File: src/sv/bitmap_run_allocator_assert.svh
// ----------------------------------------------------------------------------
// Bitmap run allocator assertion macros
// Shorthand for clocked, reset-qualified assertions on the top level.
// ----------------------------------------------------------------------------
`ifndef BITMAP_RUN_ALLOCATOR_ASSERT_SVH
`define BITMAP_RUN_ALLOCATOR_ASSERT_SVH

// The consequent must hold in the same cycle as the antecedent.
`define BRA_ASSERT_IMP(name, ante, cons, msg) \
  name: assert property (@(posedge clk_i) disable iff (!rst_ni) (ante) |-> (cons)) \
    else $error(msg);

// The consequent must hold in the cycle after the antecedent.
`define BRA_ASSERT_NXT(name, ante, cons, msg) \
  name: assert property (@(posedge clk_i) disable iff (!rst_ni) (ante) |=> (cons)) \
    else $error(msg);

`endif

File: src/sv/bra_pkg.sv
// ----------------------------------------------------------------------------
// Bitmap run allocator package
// Shared field widths, command codes, sequencer states and interface structs.
// ----------------------------------------------------------------------------
`default_nettype none

package bra_pkg;

  localparam int unsigned CMD_W = 2;
  localparam int unsigned IDX_W = 10;
  localparam int unsigned CNT_W = 11;
  // Positions, sizes and iteration counts all fit in the register width.
  localparam int unsigned POS_W = 11;

  localparam logic [CMD_W-1:0] CMD_FIND  = 2'd0;
  localparam logic [CMD_W-1:0] CMD_TEST  = 2'd1;
  localparam logic [CMD_W-1:0] CMD_CLEAR = 2'd2;

  localparam logic [POS_W-1:0] BITS_IN_USE_RESET = 11'd1024;

  localparam logic [2:0] REG_BITS_IN_USE = 3'd0;

  typedef enum logic [3:0] {
    ST_INIT,
    ST_IDLE,
    ST_FIND_RD,
    ST_FIND_EV,
    ST_SET,
    ST_TEST_RD,
    ST_TEST_EV,
    ST_ERASE,
    ST_FIN
  } bra_state_e;

  typedef struct packed {
    logic [CMD_W-1:0] command;
    logic [IDX_W-1:0] index;
    logic [CNT_W-1:0] count;
  } bra_cmd_t;

  typedef struct packed {
    logic             ok;
    logic [IDX_W-1:0] position;
  } bra_result_t;

  typedef struct packed {
    logic init_active;
    logic busy;
  } bra_status_t;

endpackage

`default_nettype wire

File: src/sv/bitmap_run_allocator.sv
// ----------------------------------------------------------------------------
// Bitmap run allocator
// Finds, sets, tests and clears runs of positions in an allocation bitmap.
// ----------------------------------------------------------------------------
// After reset the block sweeps the map clear, one position per cycle, and
// accepts no transaction meanwhile; register writes are taken at any time.
// It then handles one command at a time through a single memory read port
// with registered data. A find reads and evaluates each position it scans,
// then writes each bit of the run it found; a test reads and checks each
// position in turn, and a clear writes each position it clears. A finished
// result sits in an output register, so the next command can start while
// it waits to be taken.
`default_nettype none
`include "bitmap_run_allocator_assert.svh"

module bitmap_run_allocator #(
  parameter int unsigned MAP_BITS = 1024
) (
  input  wire logic                      clk_i,
  input  wire logic                      rst_ni,
  input  wire logic                      psel,
  input  wire logic                      penable,
  input  wire logic                      pwrite,
  input  wire logic [2:0]                paddr,
  input  wire logic [31:0]               pwdata,
  output logic [31:0]                    prdata,
  output logic                           pready,
  input  wire logic                      in_valid_i,
  output logic                           in_ready_o,
  input  wire logic [bra_pkg::CMD_W-1:0] command_i,
  input  wire logic [bra_pkg::IDX_W-1:0] index_i,
  input  wire logic [bra_pkg::CNT_W-1:0] count_i,
  output logic                           out_valid_o,
  input  wire logic                      out_ready_i,
  output logic                           ok_o,
  output logic [bra_pkg::IDX_W-1:0]      position_o
);

  localparam int unsigned AW = (MAP_BITS > 1) ? $clog2(MAP_BITS) : 1;

  logic [bra_pkg::POS_W-1:0] bits_in_use_q, bits_in_use_d;
  logic                      reg_sel_w;

  bra_pkg::bra_cmd_t    cmd;
  bra_pkg::bra_result_t res;
  bra_pkg::bra_status_t status;

  logic          ram_we;
  logic [AW-1:0] ram_waddr;
  logic          ram_wdata;
  logic [AW-1:0] ram_raddr;
  logic          ram_rdata;

  assign pready    = 1'b1;
  assign reg_sel_w = paddr == bra_pkg::REG_BITS_IN_USE;

  always_comb begin
    bits_in_use_d = bits_in_use_q;
    if (psel && penable && pwrite && pready && reg_sel_w) begin
      bits_in_use_d = pwdata[bra_pkg::POS_W-1:0];
    end
  end

  always_comb begin
    prdata = '0;
    if (reg_sel_w) prdata = {21'd0, bits_in_use_q};
  end

  always_ff @(posedge clk_i or negedge rst_ni) begin
    if (!rst_ni) begin
      bits_in_use_q <= bra_pkg::BITS_IN_USE_RESET;
    end else begin
      bits_in_use_q <= bits_in_use_d;
    end
  end

  assign cmd.command = command_i;
  assign cmd.index   = index_i;
  assign cmd.count   = count_i;

  bra_seq #(
    .MAP_BITS (MAP_BITS),
    .AW       (AW)
  ) u_seq (
    .clk_i         (clk_i),
    .rst_ni        (rst_ni),
    .bits_in_use_i (bits_in_use_q),
    .in_valid_i    (in_valid_i),
    .in_ready_o    (in_ready_o),
    .cmd_i         (cmd),
    .out_valid_o   (out_valid_o),
    .out_ready_i   (out_ready_i),
    .res_o         (res),
    .status_o      (status),
    .ram_we_o      (ram_we),
    .ram_waddr_o   (ram_waddr),
    .ram_wdata_o   (ram_wdata),
    .ram_raddr_o   (ram_raddr),
    .ram_rdata_i   (ram_rdata)
  );

  bra_map_ram #(
    .DEPTH (MAP_BITS),
    .AW    (AW)
  ) u_map (
    .clk_i   (clk_i),
    .we_i    (ram_we),
    .waddr_i (ram_waddr),
    .wdata_i (ram_wdata),
    .raddr_i (ram_raddr),
    .rdata_o (ram_rdata)
  );

  assign ok_o       = res.ok;
  assign position_o = res.position;

  `BRA_ASSERT_NXT(a_busy_after_accept, in_valid_i && in_ready_o, !in_ready_o && status.busy, "command accepted but sequencer did not leave idle")
  `BRA_ASSERT_IMP(a_no_accept_in_init, status.init_active, !in_ready_o, "ready raised during the map clearing sweep")
  `BRA_ASSERT_IMP(a_fail_pos_zero, out_valid_o && !ok_o, position_o == '0, "failed result carries a nonzero position")

endmodule

`default_nettype wire

File: src/sv/bra_map_ram.sv
// ----------------------------------------------------------------------------
// Bitmap run allocator map memory
// One bit per position, one write port and one registered read port.
// ----------------------------------------------------------------------------
`default_nettype none

module bra_map_ram #(
  parameter int unsigned DEPTH = 1024,
  parameter int unsigned AW    = 10
) (
  input  wire logic          clk_i,
  input  wire logic          we_i,
  input  wire logic [AW-1:0] waddr_i,
  input  wire logic          wdata_i,
  input  wire logic [AW-1:0] raddr_i,
  output logic               rdata_o
);

  logic mem_q [DEPTH];

  always_ff @(posedge clk_i) begin
    if (we_i) begin
      mem_q[waddr_i] <= wdata_i;
    end
  end

  always_ff @(posedge clk_i) begin
    rdata_o <= mem_q[raddr_i];
  end

endmodule

`default_nettype wire

File: src/sv/bra_seq.sv
// ----------------------------------------------------------------------------
// Bitmap run allocator sequencer
// Walks the map one position at a time with a shared wrapping step unit,
// runs the find, set, test and clear passes and holds the result register.
// ----------------------------------------------------------------------------
`default_nettype none

module bra_seq #(
  parameter int unsigned MAP_BITS = 1024,
  parameter int unsigned AW       = 10
) (
  input  wire logic                      clk_i,
  input  wire logic                      rst_ni,
  input  wire logic [bra_pkg::POS_W-1:0] bits_in_use_i,
  input  wire logic                      in_valid_i,
  output logic                           in_ready_o,
  input  wire bra_pkg::bra_cmd_t         cmd_i,
  output logic                           out_valid_o,
  input  wire logic                      out_ready_i,
  output bra_pkg::bra_result_t           res_o,
  output bra_pkg::bra_status_t           status_o,
  output logic                           ram_we_o,
  output logic [AW-1:0]                  ram_waddr_o,
  output logic                           ram_wdata_o,
  output logic [AW-1:0]                  ram_raddr_o,
  input  wire logic                      ram_rdata_i
);

  localparam int unsigned PW = bra_pkg::POS_W;
  localparam logic [31:0] MapBits32 = 32'(MAP_BITS);
  localparam logic [AW-1:0] LastAddr = AW'(MAP_BITS - 1);

  bra_pkg::bra_state_e state_q, state_d;

  logic [AW-1:0] clr_q, clr_d;
  logic [PW-1:0] n_q, n_d;
  logic [PW-1:0] lim_q, lim_d;
  logic [PW-1:0] p_q, p_d;
  logic [PW-1:0] i_q, i_d;
  logic [PW-1:0] run_q, run_d;
  logic [PW-1:0] start_q, start_d;
  logic          ok_q, ok_d;
  logic [PW-1:0] pos_q, pos_d;
  logic          out_valid_q, out_valid_d;
  bra_pkg::bra_result_t res_q, res_d;

  logic [PW-1:0] n_w;
  logic [PW-1:0] cnt_w;
  logic [PW-1:0] idx_w;
  logic [PW-1:0] lim_w;
  logic          find_ok_w;
  logic          idx_in_w;
  logic          accept_w;
  logic          fin_load_w;

  // Shared step unit: one increment with wrap for the position, and one each
  // for the iteration count and the run length.
  logic [PW-1:0] pos_inc_w;
  logic [PW-1:0] pos_next_w;
  logic [PW-1:0] iter_inc_w;
  logic [PW-1:0] run_inc_w;
  logic          found_w;

  // A size of zero acts as one and a size above the map acts as the map.
  always_comb begin
    if (bits_in_use_i == '0) begin
      n_w = PW'(1);
    end else if ({21'd0, bits_in_use_i} > MapBits32) begin
      n_w = PW'(MAP_BITS);
    end else begin
      n_w = bits_in_use_i;
    end
  end

  assign cnt_w     = cmd_i.count;
  assign idx_w     = {1'b0, cmd_i.index};
  assign lim_w     = (cnt_w < n_w) ? cnt_w : n_w;
  assign find_ok_w = (cnt_w != '0) && (cnt_w <= n_w);
  assign idx_in_w  = idx_w < n_w;
  assign accept_w  = (state_q == bra_pkg::ST_IDLE) && in_valid_i;
  assign fin_load_w = (state_q == bra_pkg::ST_FIN) && (!out_valid_q || out_ready_i);

  assign pos_inc_w  = p_q + PW'(1);
  assign pos_next_w = (pos_inc_w >= n_q) ? '0 : pos_inc_w;
  assign iter_inc_w = i_q + PW'(1);
  assign run_inc_w  = run_q + PW'(1);
  assign found_w    = (ram_rdata_i == 1'b0) && (run_inc_w >= lim_q);

  // Next state.
  always_comb begin
    state_d = state_q;
    case (state_q)
      bra_pkg::ST_INIT: begin
        if (clr_q == LastAddr) state_d = bra_pkg::ST_IDLE;
      end
      bra_pkg::ST_IDLE: begin
        if (in_valid_i) begin
          case (cmd_i.command)
            bra_pkg::CMD_FIND: begin
              state_d = find_ok_w ? bra_pkg::ST_FIND_RD : bra_pkg::ST_FIN;
            end
            bra_pkg::CMD_TEST: begin
              state_d = (idx_in_w && lim_w != '0) ? bra_pkg::ST_TEST_RD : bra_pkg::ST_FIN;
            end
            bra_pkg::CMD_CLEAR: begin
              state_d = (idx_in_w && lim_w != '0) ? bra_pkg::ST_ERASE : bra_pkg::ST_FIN;
            end
            default: state_d = bra_pkg::ST_FIN;
          endcase
        end
      end
      bra_pkg::ST_FIND_RD: state_d = bra_pkg::ST_FIND_EV;
      bra_pkg::ST_FIND_EV: begin
        if (found_w) begin
          state_d = bra_pkg::ST_SET;
        end else if (iter_inc_w == n_q) begin
          state_d = bra_pkg::ST_FIN;
        end else begin
          state_d = bra_pkg::ST_FIND_RD;
        end
      end
      bra_pkg::ST_SET: begin
        if (iter_inc_w == lim_q) state_d = bra_pkg::ST_FIN;
      end
      bra_pkg::ST_TEST_RD: state_d = bra_pkg::ST_TEST_EV;
      bra_pkg::ST_TEST_EV: begin
        if (ram_rdata_i == 1'b0 || iter_inc_w == lim_q) begin
          state_d = bra_pkg::ST_FIN;
        end else begin
          state_d = bra_pkg::ST_TEST_RD;
        end
      end
      bra_pkg::ST_ERASE: begin
        if (iter_inc_w == lim_q) state_d = bra_pkg::ST_FIN;
      end
      bra_pkg::ST_FIN: begin
        if (fin_load_w) state_d = bra_pkg::ST_IDLE;
      end
      default: state_d = bra_pkg::ST_IDLE;
    endcase
  end

  // Memory port, handshake and status outputs.
  always_comb begin
    ram_we_o    = 1'b0;
    ram_waddr_o = AW'(p_q);
    ram_wdata_o = 1'b0;
    ram_raddr_o = AW'(p_q);
    in_ready_o  = 1'b0;
    status_o.init_active = 1'b0;
    status_o.busy        = 1'b1;
    case (state_q)
      bra_pkg::ST_INIT: begin
        ram_we_o    = 1'b1;
        ram_waddr_o = clr_q;
        status_o.init_active = 1'b1;
      end
      bra_pkg::ST_IDLE: begin
        in_ready_o    = 1'b1;
        status_o.busy = 1'b0;
      end
      bra_pkg::ST_SET: begin
        ram_we_o    = 1'b1;
        ram_wdata_o = 1'b1;
      end
      bra_pkg::ST_ERASE: begin
        ram_we_o = 1'b1;
      end
      default: begin
      end
    endcase
  end

  // Datapath registers.
  always_comb begin
    clr_d   = clr_q;
    n_d     = n_q;
    lim_d   = lim_q;
    p_d     = p_q;
    i_d     = i_q;
    run_d   = run_q;
    start_d = start_q;
    ok_d    = ok_q;
    pos_d   = pos_q;
    case (state_q)
      bra_pkg::ST_INIT: begin
        clr_d = clr_q + AW'(1);
      end
      bra_pkg::ST_IDLE: begin
        if (accept_w) begin
          n_d   = n_w;
          i_d   = '0;
          run_d = '0;
          ok_d  = 1'b0;
          pos_d = '0;
          if (cmd_i.command == bra_pkg::CMD_FIND) begin
            lim_d = cnt_w;
            p_d   = idx_in_w ? idx_w : '0;
          end else begin
            lim_d = lim_w;
            p_d   = idx_w;
            // A zero count on an in-range start succeeds at once.
            if ((cmd_i.command == bra_pkg::CMD_TEST || cmd_i.command == bra_pkg::CMD_CLEAR)
                && idx_in_w && lim_w == '0) begin
              ok_d = 1'b1;
            end
          end
        end
      end
      bra_pkg::ST_FIND_EV: begin
        if (ram_rdata_i == 1'b0) begin
          if (run_q == '0) start_d = p_q;
          run_d = run_inc_w;
        end else begin
          run_d = '0;
        end
        if (found_w) begin
          p_d = (run_q == '0) ? p_q : start_q;
          i_d = '0;
        end else begin
          p_d = pos_next_w;
          i_d = iter_inc_w;
        end
      end
      bra_pkg::ST_SET: begin
        p_d = pos_next_w;
        i_d = iter_inc_w;
        if (iter_inc_w == lim_q) begin
          ok_d  = 1'b1;
          pos_d = start_q;
        end
      end
      bra_pkg::ST_TEST_EV: begin
        p_d = pos_next_w;
        i_d = iter_inc_w;
        if (ram_rdata_i != 1'b0 && iter_inc_w == lim_q) ok_d = 1'b1;
      end
      bra_pkg::ST_ERASE: begin
        p_d = pos_next_w;
        i_d = iter_inc_w;
        if (iter_inc_w == lim_q) ok_d = 1'b1;
      end
      default: begin
      end
    endcase
  end

  // Result register: frees the sequencer while a result waits to be taken.
  always_comb begin
    res_d       = res_q;
    out_valid_d = out_valid_q;
    if (fin_load_w) begin
      res_d.ok       = ok_q;
      res_d.position = pos_q[bra_pkg::IDX_W-1:0];
      out_valid_d    = 1'b1;
    end else if (out_ready_i) begin
      out_valid_d = 1'b0;
    end
  end

  always_ff @(posedge clk_i or negedge rst_ni) begin
    if (!rst_ni) begin
      state_q     <= bra_pkg::ST_INIT;
      clr_q       <= '0;
      out_valid_q <= 1'b0;
    end else begin
      state_q     <= state_d;
      clr_q       <= clr_d;
      out_valid_q <= out_valid_d;
    end
  end

  always_ff @(posedge clk_i) begin
    n_q     <= n_d;
    lim_q   <= lim_d;
    p_q     <= p_d;
    i_q     <= i_d;
    run_q   <= run_d;
    start_q <= start_d;
    ok_q    <= ok_d;
    pos_q   <= pos_d;
    res_q   <= res_d;
  end

  assign out_valid_o = out_valid_q;
  assign res_o       = res_q;

endmodule

`default_nettype wire

File: config.mk
export PLATFORM = sky130hd
export DESIGN_NAME = bitmap_run_allocator
export DESIGN_NICKNAME = d
export VERILOG_FILES = /design/src/sv/bra_pkg.sv /design/src/sv/bitmap_run_allocator.sv /design/src/sv/bra_map_ram.sv /design/src/sv/bra_seq.sv
export VERILOG_INCLUDE_DIRS = /design/src /design/src/sv
export SDC_FILE = /design/constraint.sdc
export NUM_CORES = 2
export LEC_CHECK = 0
export BUFFER_PORTS_ARGS = -buffer_cell sky130_fd_sc_hd__buf_2
export CORE_MARGIN = 4
export CORE_UTILIZATION = 40
export CTS_CLUSTER_SIZE = 30
export DETAILED_ROUTE_END_ITERATION = 7
export PLACE_DENSITY_LB_ADDON = 0.1
export SYNTH_ARGS = -nofsm -noshare
export SYNTH_HDL_FRONTEND = slang
export SYNTH_SLANG_ARGS = --single-unit
File: constraint.sdc
create_clock -name clk_i -period 22.2 [get_ports clk_i]
set_input_delay 3.33 -clock clk_i [delete_from_list [all_inputs] [get_ports clk_i]]
set_output_delay 3.33 -clock clk_i [all_outputs]
set_load 0.1 [all_outputs]
## Yosys cells after proc, flatten, opt, wreduce, memory -nomap -nowiden

Memory sizes are Yosys's and may differ from the RTL's. A register that Yosys moved wholly into a read port is not among the register bits.
Cells that the tools add are included.

| operators by class | value |
|---|---|
| add/sub/neg operators | 4 |
| order comparisons | 6 |
| equality and inequality tests | 20 |
| mux-type cells | 45 |
| bitwise operators | 1 |
| reduce and logical (&&, ||, !) cells | 38 |

Operators by type and width:

| cell | number |
|---|---|
| 11-bit two-way mux | 13 |
| 11-bit case mux with 3 select lines | 2 |
| 4-bit two-way mux | 10 |
| 11-bit by 1-bit adder with 11-bit output (second input constant) | 3 |
| 11-bit zero test | 3 |
| 4-bit case mux with 8 select lines | 1 |
| 10-bit two-way mux | 3 |
| 11-bit equality test | 2 |
| 11-bit >= comparator | 2 |
| 11-bit case mux with 2 select lines | 1 |
| 11-bit nonzero test | 2 |
| 10-bit case mux with 2 select lines | 1 |
| 4-bit by 3-bit equality test with 1-bit output (second input constant) | 4 |
| 1-bit two-way mux | 12 |
| 2-bit by 1-bit != test with 1-bit output (second input constant) | 6 |
| 4-bit case mux with 3 select lines | 1 |
| 11-bit greater-than comparator (second input constant) | 1 |
| 11-bit less-or-equal comparator | 1 |
| 1-bit logical AND | 11 |
| 10-bit by 11-bit < comparator with 1-bit output | 1 |
| 11-bit < comparator | 1 |
| 10-bit by 1-bit adder with 10-bit output (second input constant) | 1 |
| 10-bit equality test (second input constant) | 1 |
| 4-bit by 2-bit equality test with 1-bit output (second input constant) | 2 |
| other kinds (19) | 29 |

| storage, ports and cells | value |
|---|---|
| flip-flop bits (word level) | 114 |
| bits in writable memories | 1024 |
| output and inout port bits | 46 |
| memories kept | 1 |

Memory list:

| memory | words | width | rd ports | clocked after Yosys merged registers in | wr ports | RTL line | RTL |
|---|---|---|---|---|---|---|---|
| u_map.mem_q | 1024 | 1 | 1 | 1 | 1 | bra_map_ram.sv:19 | `logic mem_q [DEPTH];` |

## Depth between registers and ports, before layout

| depth | value |
|---|---|
| word-level depth | 11 |
| mapped depth | 18 |

## Modules after synthesis

A second synthesis with hierarchy kept.

| second synthesis, totals | value |
|---|---|
| cells, all modules | 3815 |
| area, all modules | 52123.7 µm² |

Modules (own cells, without submodules):

| module | instances | cells an instance | area an instance (µm²) |
|---|---|---|---|
| bra_map_ram | 1 | 3112 | 44656.6 |
| bra_seq | 1 | 642 | 6741.5 |
| bitmap_run_allocator | 1 | 61 | 725.7 |

## Worst setup path before layout

No wires, ideal clock.

| timing path | value |
|---|---|
| path kind | reg2reg |
| start | reg u_seq.state_q[2] |
| end | mem u_map.mem_q[0], data pin |
| library setup time | 3.469 ns |
| arrival time | 16.346 ns |
| slack | 2.386 ns |
| stages on the path, launching flop included | 5 |
| clock period less this slack | 19.814 ns |
| cells stage by stage | dfrtp_1 clkbuf_1 nand2b_1 nor2_1 clkbuf_1 |

| on the way | value |
|---|---|
| cells in the longest elaborated chain, start to end | 2 |

Ends and longest elaborated chain:

| what | RTL line | RTL |
|---|---|---|
| from (decl) | bra_seq.sv:33 | `bra_pkg::bra_state_e state_q, state_d;` |
| from (signal assigned) | bra_seq.sv:263 | `state_q <= bra_pkg::ST_INIT;` |
| from (signal assigned) | bra_seq.sv:267 | `state_q <= state_d;` |
| 4-bit by 3-bit equality test with 1-bit output | bra_seq.sv:152 | `case (state_q)` |
| 1-bit two-way mux | bra_seq.sv:152 |  |
| named net ram_wdata | bitmap_run_allocator.sv:50 | `logic ram_wdata;` |
| to (decl) | bra_map_ram.sv:19 |  |

The timed path passes the listed nets, and every way through them passes these cells.

## Worst setup path after layout

| timing path | value |
|---|---|
| start | in paddr[1] |
| end | out prdata[8] |

| on the way | value |
|---|---|
| cells in the longest elaborated chain, start to end | 2 |

Ends and longest elaborated chain:

| what | RTL line | RTL |
|---|---|---|
| from (decl) | bitmap_run_allocator.sv:24 | `input wire logic [2:0] paddr,` |
| 3-bit zero test | bitmap_run_allocator.sv:55 | `assign reg_sel_w = paddr == bra_pkg::REG_BITS_IN_USE;` |
| 11-bit two-way mux | bitmap_run_allocator.sv:66 | `if (reg_sel_w) prdata = {21'd0, bits_in_use_q};` |
| to (decl) | bitmap_run_allocator.sv:26 | `output logic [31:0] prdata,` |

Every way passes these cells.

==> results.sh <==
export IMPL_outcome="completed"
export IMPL_die_h_um=369
export IMPL_root_buffer="clkbuf_16"
export IMPL_ys_types=87
export IMPL_report_final_slew_viol_count=0
export IMPL_total_leakage_power_nw=18.2
export IMPL_post_cts_resized=0
export IMPL_rows=132
export IMPL_place_hpwl_mm=82.9
export IMPL_yosys_top_cells_area="edfxtp_1, mux4_2, nor2_1"
export IMPL_whs_path_depth=0
export IMPL_via_per_inst=5.64
export IMPL_tightest_slew_ns=1.23
export IMPL_crit_fanout=12
export IMPL_coreArea_mm2=0.129
export IMPL_clkLatencyLatePin_ns=0.79
export IMPL_drt_iter0_markers=3369
export IMPL_grt_pass1_wl_mm=220
export IMPL_required_ns=18.87
export IMPL_num_vias=31300
export IMPL_synth_seq_cells=1139
export IMPL_synthArstFlopShare=0.0228
export IMPL_drive_gt1_frac=0.165
export IMPL_finalInstanceArea_mm2=0.0576
export IMPL_reg2reg_slack_ns=16.40
export IMPL_dieWidth_um=369
export IMPL_reg2regPathDepth=10
export IMPL_die_area_mm2=0.136
export IMPL_io_buffers=67
export IMPL_synth_area_leader_cell="edfxtp_1"
export IMPL_syn_cell_area_mm2=0.0521
export IMPL_skew_ns=0.0467
export IMPL_maxCapViolCount=0
export IMPL_antenna_found_initial=5
export IMPL_finalCritPeriodShare=0.363
export IMPL_multiInputGateArea_mm2=0.0161
export IMPL_initial_core_util=0.402
export IMPL_synth_warnings=0
export IMPL_grt_overflow=0
export IMPL_track_usage=0.223
export IMPL_cts_sinks=1139
export IMPL_drt_wl_total_mm=152
export IMPL_powerDensity_mw_per_mm2=126
export IMPL_syn_to_final_growth_pct=10.5
export IMPL_dpl_cell_area_mm2=0.0535
export IMPL_synth_top_area_share=0.641
export IMPL_cts_tree="yes"
export IMPL_max_freq_mhz=124
export IMPL_cts_buffers=132
export IMPL_ant_nets=0
export IMPL_drc=0
export IMPL_hp_class="flip-flop to flip-flop"
export IMPL_fin_setup_tns_ns=0
export IMPL_slew_headroom=0.174
export IMPL_register_area_mm2=0.0341
export IMPL_grt_use_met2=0.358
export IMPL_finalNetCount=3820
export IMPL_grt_pass1_vias=30800
export IMPL_end_kind="primary output"
export IMPL_wl_per_cell_um=27.4
export IMPL_grt_busiest_layer="met2"
export IMPL_hold_ws_ns=0.414
export IMPL_synth_avg_cell_area_um2=13.9
export IMPL_post_cts_setup_buffers=0
export IMPL_rsz0062_at_grt="false"
export IMPL_worstPathArrival_ns=4.72
export IMPL_io_pins=111
export IMPL_period_needed_ns=8.05
export IMPL_dr_pass1_iters=5
export IMPL_grt_max_degree=126
export IMPL_met3_usage=0.0402
export IMPL_postCtsHoldBufs=0
export IMPL_place_congestion=0.778
export IMPL_synth_flop_cell="edfxtp_1"
export IMPL_yosysSeqAreaShare=0.654
export IMPL_clk_pin_slew_ns=0.06
export IMPL_ctsLongestPathBuffers=3
export IMPL_finalHoldViolCount=0
export IMPL_htreeDepth=4
export IMPL_fillers=12000
export IMPL_startpoint_type="input pin"
export IMPL_setup_violations=0
export IMPL_synth_edf_count=1112
export IMPL_worstSetupPathType="input pin to primary output"
export IMPL_grtUsageMet1=0.317
export IMPL_irDropWorstVdd_uv=95.2
export IMPL_netlist_instances=3744
worst paths after layout:
| check | from | to |
|---|---|---|
| max | paddr[1] | prdata[8] |
| min | u_seq.pos_q[7]$_SDFFCE_PN0P_ | u_seq.res_o[7]$_DFFE_PP_ |
| max reg2reg | u_seq.p_q[0]$_DFFE_PP_ | u_map.rdata_o$_DFF_P_ |
| min reg2reg | u_seq.pos_q[7]$_SDFFCE_PN0P_ | u_seq.res_o[7]$_DFFE_PP_ |
| max in group asynchronous | rst_ni | u_seq.state_q[2]$_DFFE_PN0P_ |
| min in group asynchronous | rst_ni | bits_in_use_q[7]$_DFFE_PN0P_ |
power breakdown:
group	switching (mW)	internal (mW)	leakage, nW
combinational	1.68	0.825	5.67
sequential	0.0927	2.57	10.6
clock	0.878	1.19	1.96
total	2.65	4.58	18.2
sequential cells by signal, summed over array words and instances, names as in the netlist:
name and cells:
u_map.mem_q 1024, bits_in_use_q 11, u_seq.i_q 11, u_seq.lim_q 11, u_seq.n_q 11, u_seq.p_q 11
u_seq.res_o 11, u_seq.run_q 11, u_seq.start_q 11, u_seq.clr_q 10, u_seq.pos_q 10, u_seq.state_q 4
u_map.rdata_o 1, u_seq.ok_q 1, u_seq.out_valid_o 1
cell families (layout without fill, tap and decap cells):
group / count (synthesis) / count (layout) / synth area share
AOI/OAI and AO/OA: 292 / 292 / 0.0400
xor gates and xnor gates: 58 / 58 / 0.0121
adders and majority gates: 51 / 51 / 0.0122
buffers and inverters: 399 / 437 / 0.0420
DFF: 1139 / 1139 / 0.654
muxes: 371 / 371 / 0.127
other: 2 / 25 / 0.000144
and+or+nand+nor: 1432 / 1432 / 0.113
Yosys cell counts, types with 25 or more instances:
master and count:
edfxtp_1 1112, nor2_1 1072, mux4_2 220, nand2_1 156, clkbuf_1 132, mux2i_1 115
buf_2 114, inv_1 58, a21oi_1 55, ha_1 51, o221ai_1 47, nand3_1 43
xnor2_1 39, and2_1 37, o22ai_1 36, buf_4 34, nor3_1 33, o21ai_0 32
mux2_2 29, dfrtp_1 25
critical path: stages:
cell and delay, ns:
buf_2 0.09, nor3_1 0.65, and2_1 0.22, buf_2 0.42
placed cells by master (no fill, tap or decap), types with 8 or more instances in the layout:
cell type  netlist  layout
nand4_1         10      10
xnor3_1          9       9
buf_4           34      76
inv_1           58      58
nor3_1          33      33
a31oi_1         13      13
o221ai_1        47      47
mux4_2         220     220
clkbuf_16        0     138
clkinv_1         1      25
conb_1           2      22
a21oi_1         55      54
and2_1          37      37
o31ai_1         21      18
dfrtp_1         25      25
edfxtp_1      1112    1112
nand2_4          0       9
mux2_2          29      29
a21o_1          14      14
nor4_1           9       9
nor2b_1         10      10
buf_2          114      67
o21ai_0         32      32
and3_1           8       8
clkbuf_1       132      41
a32oi_1         11      11
nand2_1        156     130
nand2_2          2      19
clkinv_2         0      14
ha_1            51      51
nor2_1        1072    1070
nand3_1         43      39
mux2i_1        115     115
nand2b_1        10       9
a22oi_1         21      21
xnor2_1         39      39
o22ai_1         36      36
xor2_1          10      10
metrics by stage:
step / power [mW] / utilization / instances / setup slack [ns]
after floorplan: 4.56 / - / 3764 / 2.39
after global placement: 5.23 / 0.413 / 5312 / 14.12
after detailed placement: 5.23 / 0.413 / 5312 / 14.09
after CTS: 7.30 / 0.444 / 5544 / 14.09
after global routing: 7.55 / 0.444 / 5544 / 13.86
final: 7.23 / 0.444 / 5547 / 14.15
cell type report:
class | instances | share of cell area
repair buffers | 145 | 0.0164
inverters | 60 | 0.00396
flip-flops and latches | 1139 | 0.592
multi-input cells | 2226 | 0.280
clock buffers | 179 | 0.0627
clock inverters | 53 | 0.00737
well taps | 1742 | 0.0379
diodes | 3 | 0.000130
metal layers:
| metal | wire (µm) | share of wire |
|---|---|---|
| met5 | 0 | 0 |
| met3 | 9420 | 0.062 |
| met1 | 67000 | 0.44 |
| met4 | 2780 | 0.018 |
| met2 | 72900 | 0.48 |
(Power assumes the default switching activity.)
